[src/sv/block_buffer_cache_lru_defines.svh]
// ---------------------------------------------------------------------------
// Block buffer cache assertion macros
// Shared property forms used by the block buffer cache checks.
// ---------------------------------------------------------------------------
`ifndef BLOCK_BUFFER_CACHE_LRU_DEFINES_SVH
`define BLOCK_BUFFER_CACHE_LRU_DEFINES_SVH

// Same-cycle implication, sampled on the rising clock, off during reset.
`define BBC_ASSERT_SAME(label, ante, cons, msg) \
   label: assert property (@(posedge clock) disable iff (reset) (ante) |-> (cons)) \
      else $error(msg);

// Next-cycle implication, sampled on the rising clock, off during reset.
`define BBC_ASSERT_NEXT(label, ante, cons, msg) \
   label: assert property (@(posedge clock) disable iff (reset) (ante) |=> (cons)) \
      else $error(msg);

`endif

[src/sv/bbc_pkg.sv]
// ---------------------------------------------------------------------------
// Block buffer cache package
// Sizes, codes and payload types shared by the block buffer cache modules.
// ---------------------------------------------------------------------------
`timescale 1ns / 1ps

package bbc_pkg;

   // Number of buffer slots (2 to 32; the slot fields are five bits).
   localparam int NUM_BUFFERS = 32;
   localparam int SLOT_W      = (NUM_BUFFERS > 1) ? $clog2(NUM_BUFFERS) : 1;
   // Wide enough for any slot index and for the slot count itself.
   localparam int WIDE_W      = 9;

   localparam logic [7:0] COUNT_MAX = 8'hFF;

   typedef logic [SLOT_W-1:0] slot_idx_type;

   typedef enum logic [1:0] {
      KIND_GET     = 2'd0,
      KIND_RELEASE = 2'd1,
      KIND_PIN     = 2'd2,
      KIND_UNPIN   = 2'd3
   } kind_type;

   typedef enum logic [1:0] {
      STATUS_OK       = 2'd0,
      STATUS_NO_FREE  = 2'd1,
      STATUS_COUNT    = 2'd2,
      STATUS_RESERVED = 2'd3
   } status_type;

   typedef struct packed {
      kind_type    kind;
      logic [7:0]  device;
      logic [31:0] block_number;
      logic [4:0]  slot_in;
      logic [31:0] now;
   } req_type;

   typedef struct packed {
      status_type status;
      logic [4:0] slot_out;
      logic       hit;
      logic       needs_read;
   } rsp_type;

   // One slot's stored record.
   typedef struct packed {
      logic [7:0]  device;
      logic [31:0] block;
      logic [31:0] stamp;
      logic [7:0]  count;
   } entry_type;

   localparam int ENTRY_W = $bits(entry_type);

   // Controller to datapath commands.
   typedef struct packed {
      logic load;
      logic scan_step;
      logic op_read;
      logic commit;
   } cmd_type;

   // Datapath to controller status.
   typedef struct packed {
      logic in_is_get;
      logic scan_last;
   } stat_type;

   // Low five bits of a slot index for the result.
   function automatic logic [4:0] slot_to_out(input slot_idx_type s);
      logic [WIDE_W-1:0] w;
      w = WIDE_W'(s);
      return w[4:0];
   endfunction

endpackage

[src/sv/bbc_ram.sv]
// ---------------------------------------------------------------------------
// Generic RAM
// Single write port, single read port with registered read data.
// ---------------------------------------------------------------------------
`timescale 1ns / 1ps

module bbc_ram #(
   parameter int WIDTH = 8,
   parameter int DEPTH = 32
) (
   input  logic                             clock,
   input  logic                             wr_en,
   input  logic [$clog2(DEPTH)-1:0]         wr_addr,
   input  logic [WIDTH-1:0]                 wr_data,
   input  logic                             rd_en,
   input  logic [$clog2(DEPTH)-1:0]         rd_addr,
   output logic [WIDTH-1:0]                 rd_data
);

   logic [WIDTH-1:0] mem_ff [DEPTH];
   logic [WIDTH-1:0] rd_data_ff;

   // Write port.
   always_ff @(posedge clock) begin
      if (wr_en) begin
         mem_ff[wr_addr] <= wr_data;
      end
   end

   // Registered read port.
   always_ff @(posedge clock) begin
      if (rd_en) begin
         rd_data_ff <= mem_ff[rd_addr];
      end
   end

   assign rd_data = rd_data_ff;

endmodule

[src/sv/bbc_ctrl.sv]
// ---------------------------------------------------------------------------
// Block buffer cache controller
// Sequences the slot scan for a get and the read-modify-write of other kinds.
// ---------------------------------------------------------------------------
`timescale 1ns / 1ps

module bbc_ctrl import bbc_pkg::*; (
   input  logic     clock,
   input  logic     reset,
   input  logic     start,
   output logic     busy,
   input  stat_type stat,
   output cmd_type  cmd
);

   typedef enum logic [4:0] {
      ST_IDLE   = 5'b00001,
      ST_SCAN   = 5'b00010,
      ST_DRAIN  = 5'b00100,
      ST_OP_RD  = 5'b01000,
      ST_COMMIT = 5'b10000
   } state_type;

   state_type state_ff;
   state_type state_in;

   // Next state and commands.
   always_comb begin
      state_in = state_ff;
      cmd      = '0;
      case (state_ff)
         ST_IDLE: begin
            if (start) begin
               cmd.load = 1'b1;
               state_in = stat.in_is_get ? ST_SCAN : ST_OP_RD;
            end
         end
         ST_SCAN: begin
            cmd.scan_step = 1'b1;
            if (stat.scan_last) begin
               state_in = ST_DRAIN;
            end
         end
         ST_DRAIN: begin
            state_in = ST_COMMIT;
         end
         ST_OP_RD: begin
            cmd.op_read = 1'b1;
            state_in    = ST_COMMIT;
         end
         ST_COMMIT: begin
            cmd.commit = 1'b1;
            state_in   = ST_IDLE;
         end
         default: begin
            state_in = ST_IDLE;
         end
      endcase
   end

   // State register.
   always_ff @(posedge clock) begin
      if (reset) begin
         state_ff <= ST_IDLE;
      end else begin
         state_ff <= state_in;
      end
   end

   assign busy = (state_ff != ST_IDLE);

endmodule

[src/sv/bbc_dp.sv]
// ---------------------------------------------------------------------------
// Block buffer cache datapath
// Slot record memory, tag and victim search registers, and result register.
// ---------------------------------------------------------------------------
`timescale 1ns / 1ps

module bbc_dp import bbc_pkg::*; (
   input  logic     clock,
   input  logic     reset,
   input  req_type  req_data,
   input  cmd_type  cmd,
   output stat_type stat,
   output logic     rsp_valid,
   output rsp_type  rsp_data
);

   req_type           req_ff;
   slot_idx_type      idx_ff;
   slot_idx_type      rd_idx_ff;
   logic              rd_pend_ff;
   logic              rd_written_ff;
   logic              rd_asg_ff;
   logic [NUM_BUFFERS-1:0] written_ff;
   logic [NUM_BUFFERS-1:0] asg_ff;

   logic              hit_ff;
   slot_idx_type      hit_slot_ff;
   entry_type         hit_entry_ff;
   logic              have_ff;
   slot_idx_type      vic_slot_ff;
   logic [31:0]       best_stamp_ff;

   logic              rsp_valid_ff;
   rsp_type           rsp_ff;

   logic [ENTRY_W-1:0] ram_rdata;
   entry_type         rd_entry;
   logic              rd_en;
   slot_idx_type      rd_addr;
   logic [WIDE_W-1:0] slot_wide;
   logic              slot_in_range;
   slot_idx_type      op_addr;
   logic              match;
   logic              free_better;

   logic              wr_en;
   slot_idx_type      wr_addr;
   entry_type         wr_entry;
   logic              set_asg;
   rsp_type           rsp_in;
   logic [7:0]        new_count;

   // Status for the controller.
   assign stat.in_is_get = (req_data.kind == KIND_GET);
   assign stat.scan_last = (idx_ff == SLOT_W'(NUM_BUFFERS - 1));

   // Slot addressed by release, pin and unpin.
   assign slot_wide     = WIDE_W'(req_ff.slot_in);
   assign slot_in_range = (slot_wide < WIDE_W'(NUM_BUFFERS));
   assign op_addr       = slot_wide[SLOT_W-1:0];

   // Read address: the scan index or the addressed slot.
   assign rd_en   = cmd.scan_step | cmd.op_read;
   assign rd_addr = cmd.scan_step ? idx_ff : op_addr;

   bbc_ram #(
      .WIDTH (ENTRY_W),
      .DEPTH (NUM_BUFFERS)
   ) u_entry_ram (
      .clock   (clock),
      .wr_en   (wr_en),
      .wr_addr (wr_addr),
      .wr_data (wr_entry),
      .rd_en   (rd_en),
      .rd_addr (rd_addr),
      .rd_data (ram_rdata)
   );

   // A record never written reads as all zero.
   assign rd_entry = rd_written_ff ? entry_type'(ram_rdata) : '0;

   // Tag compare and victim compare on the record just read.
   assign match = rd_asg_ff && (rd_entry.device == req_ff.device) &&
                  (rd_entry.block == req_ff.block_number);
   assign free_better = (rd_entry.count == 8'd0) &&
                        (!have_ff || (rd_entry.stamp < best_stamp_ff));

   // Request latch, scan index and read pipeline flags.
   always_ff @(posedge clock) begin
      if (cmd.load) begin
         req_ff <= req_data;
      end
      if (rd_en) begin
         rd_idx_ff     <= rd_addr;
         rd_written_ff <= written_ff[rd_addr];
         rd_asg_ff     <= asg_ff[rd_addr];
      end
   end

   always_ff @(posedge clock) begin
      if (reset) begin
         idx_ff     <= '0;
         rd_pend_ff <= 1'b0;
      end else begin
         rd_pend_ff <= cmd.scan_step;
         if (cmd.load) begin
            idx_ff <= '0;
         end else if (cmd.scan_step) begin
            idx_ff <= idx_ff + SLOT_W'(1);
         end
      end
   end

   // Scan accumulators: first matching slot and oldest free slot.
   always_ff @(posedge clock) begin
      if (reset) begin
         hit_ff  <= 1'b0;
         have_ff <= 1'b0;
      end else if (cmd.load) begin
         hit_ff  <= 1'b0;
         have_ff <= 1'b0;
      end else if (rd_pend_ff) begin
         if (match && !hit_ff) begin
            hit_ff <= 1'b1;
         end
         if (free_better) begin
            have_ff <= 1'b1;
         end
      end
   end

   always_ff @(posedge clock) begin
      if (rd_pend_ff) begin
         if (match && !hit_ff) begin
            hit_slot_ff  <= rd_idx_ff;
            hit_entry_ff <= rd_entry;
         end
         if (free_better) begin
            vic_slot_ff   <= rd_idx_ff;
            best_stamp_ff <= rd_entry.stamp;
         end
      end
   end

   // Commit: record update and result. The data-valid mark of a slot is set
   // whenever the slot is tagged, so the tag-assigned bit stands for it.
   always_comb begin
      wr_en     = 1'b0;
      wr_addr   = op_addr;
      wr_entry  = rd_entry;
      set_asg   = 1'b0;
      rsp_in    = '0;
      new_count = 8'd0;
      if (cmd.commit) begin
         if (req_ff.kind == KIND_GET) begin
            if (hit_ff) begin
               if (hit_entry_ff.count == COUNT_MAX) begin
                  rsp_in.status = STATUS_COUNT;
               end else begin
                  wr_en             = 1'b1;
                  wr_addr           = hit_slot_ff;
                  wr_entry          = hit_entry_ff;
                  wr_entry.count    = hit_entry_ff.count + 8'd1;
                  rsp_in.status     = STATUS_OK;
                  rsp_in.slot_out   = slot_to_out(hit_slot_ff);
                  rsp_in.hit        = 1'b1;
                  rsp_in.needs_read = 1'b0;
               end
            end else if (have_ff) begin
               wr_en             = 1'b1;
               set_asg           = 1'b1;
               wr_addr           = vic_slot_ff;
               wr_entry.device   = req_ff.device;
               wr_entry.block    = req_ff.block_number;
               wr_entry.stamp    = best_stamp_ff;
               wr_entry.count    = 8'd1;
               rsp_in.status     = STATUS_OK;
               rsp_in.slot_out   = slot_to_out(vic_slot_ff);
               rsp_in.needs_read = 1'b1;
            end else begin
               rsp_in.status = STATUS_NO_FREE;
            end
         end else if (slot_in_range) begin
            if (req_ff.kind == KIND_PIN) begin
               if (rd_entry.count == COUNT_MAX) begin
                  rsp_in.status = STATUS_COUNT;
               end else begin
                  wr_en          = 1'b1;
                  wr_entry.count = rd_entry.count + 8'd1;
               end
            end else begin
               if (rd_entry.count == 8'd0) begin
                  rsp_in.status = STATUS_COUNT;
               end else begin
                  new_count      = rd_entry.count - 8'd1;
                  wr_en          = 1'b1;
                  wr_entry.count = new_count;
                  if ((req_ff.kind == KIND_RELEASE) && (new_count == 8'd0)) begin
                     wr_entry.stamp = req_ff.now;
                  end
               end
            end
         end
      end
   end

   // Written and tag-assigned bits per slot.
   always_ff @(posedge clock) begin
      if (reset) begin
         written_ff <= '0;
         asg_ff     <= '0;
      end else if (wr_en) begin
         written_ff[wr_addr] <= 1'b1;
         if (set_asg) begin
            asg_ff[wr_addr] <= 1'b1;
         end
      end
   end

   // Result register: one cycle strobe per transaction.
   always_ff @(posedge clock) begin
      if (reset) begin
         rsp_valid_ff <= 1'b0;
      end else begin
         rsp_valid_ff <= cmd.commit;
      end
   end

   always_ff @(posedge clock) begin
      if (cmd.commit) begin
         rsp_ff <= rsp_in;
      end
   end

   assign rsp_valid = rsp_valid_ff;
   assign rsp_data  = rsp_ff;

endmodule

[src/sv/block_buffer_cache_lru.sv]
// ---------------------------------------------------------------------------
// Block buffer cache with least-recently-released replacement
// Tag table for disk block buffers with reference counts and release stamps.
// ---------------------------------------------------------------------------
//   Channel   Ports                     Transfer
//   request   start, busy, req_data     start high while busy low
//   response  rsp_valid, rsp_data       one cycle strobe, always taken
//
// A get sweeps the single read port of the slot record memory one slot a cycle,
// then writes the hit or victim record and registers its result strobe.
// Release, pin and unpin read the addressed slot, then write it and register the result.
// Reset is synchronous; per-slot written and tagged bits clear at once, so no
// clearing pass runs. The receiver cannot stall; busy alone holds off requests.
// ---------------------------------------------------------------------------
`timescale 1ns / 1ps
`include "block_buffer_cache_lru_defines.svh"

module block_buffer_cache_lru import bbc_pkg::*; (
   input  logic    clock,
   input  logic    reset,
   input  logic    start,
   output logic    busy,
   input  req_type req_data,
   output logic    rsp_valid,
   output rsp_type rsp_data
);

   cmd_type  cmd;
   stat_type stat;

   bbc_ctrl u_ctrl (
      .clock (clock),
      .reset (reset),
      .start (start),
      .busy  (busy),
      .stat  (stat),
      .cmd   (cmd)
   );

   bbc_dp u_dp (
      .clock     (clock),
      .reset     (reset),
      .req_data  (req_data),
      .cmd       (cmd),
      .stat      (stat),
      .rsp_valid (rsp_valid),
      .rsp_data  (rsp_data)
   );

   // A result is shown only once the controller is back in idle.
   `BBC_ASSERT_SAME(a_rsp_when_idle, rsp_valid, !busy, "result strobe while busy")
   // An accepted transaction makes the block busy.
   `BBC_ASSERT_NEXT(a_accept_busy, start && !busy, busy, "no busy after accept")
   // Each transaction gives a single result strobe.
   `BBC_ASSERT_NEXT(a_single_rsp, rsp_valid, !rsp_valid, "result strobe repeated")
   // An error result carries no slot, hit or read indication.
   `BBC_ASSERT_SAME(a_err_zero, rsp_valid && (rsp_data.status != STATUS_OK),
      (rsp_data.slot_out == 5'd0) && !rsp_data.hit && !rsp_data.needs_read,
      "error result with nonzero fields")

endmodule

[config.mk]
export PLATFORM = sky130hd
export DESIGN_NAME = block_buffer_cache_lru
export DESIGN_NICKNAME = d
export VERILOG_FILES = /design/src/sv/bbc_pkg.sv /design/src/sv/bbc_ram.sv /design/src/sv/bbc_ctrl.sv /design/src/sv/bbc_dp.sv /design/src/sv/block_buffer_cache_lru.sv
export VERILOG_INCLUDE_DIRS = /design/src /design/src/sv
export SDC_FILE = /design/constraint.sdc
export NUM_CORES = 2
export LEC_CHECK = 0
export ABC_AREA = 1
export CORE_MARGIN = 4
export CORE_UTILIZATION = 50
export DETAILED_ROUTE_END_ITERATION = 8
export DONT_BUFFER_PORTS = 1
export PLACE_DENSITY_LB_ADDON = 0.2
export REMOVE_ABC_BUFFERS = 1
export SYNTH_ARGS = -nofsm -noshare
export SYNTH_HDL_FRONTEND = slang
export SYNTH_SLANG_ARGS = --single-unit
[constraint.sdc]
create_clock -name clock -period 9.5 [get_ports clock]
set_clock_uncertainty 0.05 [all_clocks]
set_input_delay 0.95 -clock clock [delete_from_list [all_inputs] [get_ports clock]]
set_output_delay 0.95 -clock clock [all_outputs]
set_load 0.02 [all_outputs]
==> summary.md <==
| Metric | Value |
|---|---|
| Clock sinks | slightly below 3k |
| Max clock buf depth | 4 |
| FMAX | ~190 MHz |
| Status | completed |
| Hold Vio Cnt, Final | 0 |
| Syn Std Cell Area | between 0.1 and 0.15 mm² |
| #FFs+latches synth | roughly 2.9k |
| Max-cap violations | 0 |
| Crit end category | register |
| CP Launch Type | register |
| Yosys warns | 0 |
| Post-synthesis compound-gate area fraction | 0.0146 |
| Fin crit period | about 5000 ps |
| Post-Synth XOR/XNOR Area | 0.00154 |
| Place WS | between 4000 and 5000 ps |
| Placed wire-length estimate | between 150000 and 200000 µm |
| Leak Pwr | roughly 0.047 µW |
| Drt drc | 0 |
| Vias in the first global route | 76.2k |
| DIE AREA | about 0.25 mm² |
| Worst Tran Pin Value | 1390 ps |
| Vias | ~80k |
| Adder-cell share of the synthesized area | 0.00387 |
| Area grow syn2layout | 10.8% |
| Largest family of logic cells by synthesized area | simple AND/OR/NAND/NOR gates |
| Final Slew Violations | 0 |
| H-Tree Depth | 5 |
| Die height | slightly below 500 µm |
| Largest net degree at the start of global routing | about 200 |
| First-pass GRT wire length | ~520000 µm |
| RSZ-0062 raised after global routing | no |
| DRT Pass-1 Iters | 6 |
| First-iteration detailed-routing DRC count | 11.4k |
| Final worst slack | roughly 4400 ps |
| Clk_lat worst skew | around 960 ps |
| Num CTS Buffers | 319 |
| DRT antenna net count | 0 |
| Worst Hold Class | input port to register |
| Final Cycle Share | 0.541 |
| Ports | 93 |
| Synth Area per Inst | 11.8 µm² |
| Crit path DAT | between 5000 and 6000 ps |
| Peak VDD IR | about 0.23 mV |
| Std-Cell Rows | roughly 180 |
| Port bufs | 0 |
| Mapped Cells | a little over 10k |
| Drt wl/cell | roughly 27 µm |
| Most common cell after layout, fill and taps aside | nand2_1 |
| Library cells used by synthesis | 47 |
| Worst-path fanout max | 38 |
| Sequential-to-total area share from yosys stat | 0.730 |
| GRT Total Usage | 0.282 |
| Die width | 497 µm |
| Root buffer cell | clkbuf_16 |
| R2R Setup Slk | around 4400 ps |
| Post-CTS Setup Inserts | 0 |
| Post-layout util | 0.557 |
| Worst-path clk slew | 60 ps |
| Post-Synth Simple-Gate Area | 0.215 |
| CTS tree | done |
| GR Overflow Total | 0 |
| Post-Route WL | 358000 µm |
| Share of cells above drive strength 1 | 0.0683 |
| Initial antenna violation count | 13 |
| Initial Utilization | 0.503 |
| Final Wtd Congestion | 0.892 |
| Max transition margin | 0.0711 |
| Post-synthesis mux area share | 0 |
| Area of the core | between 0.2 and 0.25 mm² |
| DR vias/cell | just over 6 |
| CP Data Required Time | 9720 ps |
| Commonest non-fill, non-tap cells in the layout | 2971 x nand2_1, 2857 x edfxtp_1, 2714 x nand3_1 |
| Power per Cell Area | around 210 mW/mm² |
| Setup Crit Path Kind | register to register |
| Final setup viols | 0 |
| Setup TNS | 0 ps |
| Number of nets in the layout | around 10k |
final cells by class:
type | count | area [µm²]
fill | 19400 | 105000
sequential | 2935 | 87400
multi-input combinational | 6256 | 28700
clock buffer | 389 | 8430
tap | 3167 | 3960
timing repair buffer | 166 | 1570
inverter | 312 | 1380
clock inverter | 154 | 1250
antenna | 1 | 2.50
critical path, cell delays in order, from the launching register on:
cell and delay, ps:
edfxtp_1 460, buf_4 260, nand2_1 250, ha_1 240, nand2_1 100, nor2_1 200
nand3b_1 100, nand2_1 90, nand2_1 70, nor2_1 600, nand2_2 400, buf_4 390
o211ai_1 230, nand3_1 990
report_power, final:
part	total [µW]	switching [µW]	internal (µW)	leakage, µW
clock	11700	4940	6790	0.00475
combinational	2300	1750	557	0.0158
sequential	14200	39.3	14200	0.0267
synth_stat cells (all sizes together):
cell	count	area share
or2	6	0.00031
xnor2	2	0.00015
a21oi	120	0.0050
a31oi	1	0.000052
edfxtp	2857	0.72
o211ai	20	0.0013
dfxtp	78	0.013
nor3	23	0.00096
nor2	83	0.0032
clkbuf	166	0.0052
buf	487	0.020
nand4	41	0.0022
a211oi	2	0.00013
nor4	2	0.00010
ha	37	0.0039
o31ai	1	0.000063
and3	3	0.00016
nor3b	2	0.00013
o221ai	7	0.00051
nand3b	10	0.00063
a22o	7	0.00051
o22ai	5	0.00026
a21boi	7	0.00044
inv	311	0.0098
xor2	19	0.0014
nand3	2723	0.11
o311ai	1	0.000073
o2111ai	2	0.00015
o21ai	147	0.0062
clkinv	1	0.000042
nand2	2985	0.094
flip-flops by register name, indices dropped and copies added (netlist names):
| signal | flops |
|---|---|
| u_dp.u_entry_ram.mem_ff | 2560 |
| u_dp.hit_entry_ff | 80 |
| u_dp.u_entry_ram.rd_data | 80 |
| u_dp.req_ff | 74 |
| u_dp.asg_ff | 32 |
| u_dp.best_stamp_ff | 32 |
| u_dp.written_ff | 32 |
| u_dp.rsp_data | 9 |
| u_ctrl.state_ff | 5 |
| u_dp.hit_slot_ff | 5 |
| u_dp.idx_ff | 5 |
| u_dp.op_addr | 5 |
| u_dp.rd_idx_ff | 5 |
| u_dp.vic_slot_ff | 5 |
| u_dp.have_ff | 1 |
| u_dp.hit_ff | 1 |
| u_dp.rd_asg_ff | 1 |
| u_dp.rd_pend_ff | 1 |
| u_dp.rd_written_ff | 1 |
| u_dp.rsp_valid | 1 |
stage by stage:
step           cells  total power, µW  area (µm²)  hold WS (ps)
6_report       13400            28300      133000          62.6
5_1_grt        13400            29100      133000          16.2
4_1_cts        13400            28400      133000          2.95
3_5_place_dp   12800            16800      123000           386
3_3_place_gp   12800            16700      123000           378
2_1_floorplan   9503            16300      117000           371
per-layer routing:
metal | global-route usage | vias to the layer above | wire length (µm)
li1 | - | 35700 | -
met1 | 0.407 | 39900 | 143000
met2 | 0.425 | 4788 | 161000
met3 | 0.0588 | 758 | 40300
met4 | 0.102 | 8 | 13700
met5 | 0 | - | 43
worst paths after layout:
check / cells past startpoint / from / end
max: 13 / u_dp.rd_written_ff / u_dp.u_entry_ram.mem_ff[30][37]
min: 0 / req_data[30] / u_dp.req_ff[30]
max reg2reg: 13 / u_dp.rd_written_ff / u_dp.u_entry_ram.mem_ff[30][37]
min reg2reg: 2 / u_dp.asg_ff[0] / u_dp.asg_ff[0]
timing repair:
item                                   CTS  global route
gates resized for setup                  0             0
hold buffers                            24             0
endpoints found under the hold margin   24             0
logic make-up (layout without fill, tap and decap cells):
kind of cell             count (synthesis)  count (layout)
other                                    0               1
adder cells (fa/ha/maj)                 37              37
AO/OA/AOI/OAI                          320             320
flip-flops                            2935            2935
XOR/XNOR                                21              21
AND/OR/NAND/NOR                       5878            5878
buffers and inverters                  965            1021
Note: power is estimated with default switching activity, not from simulation.
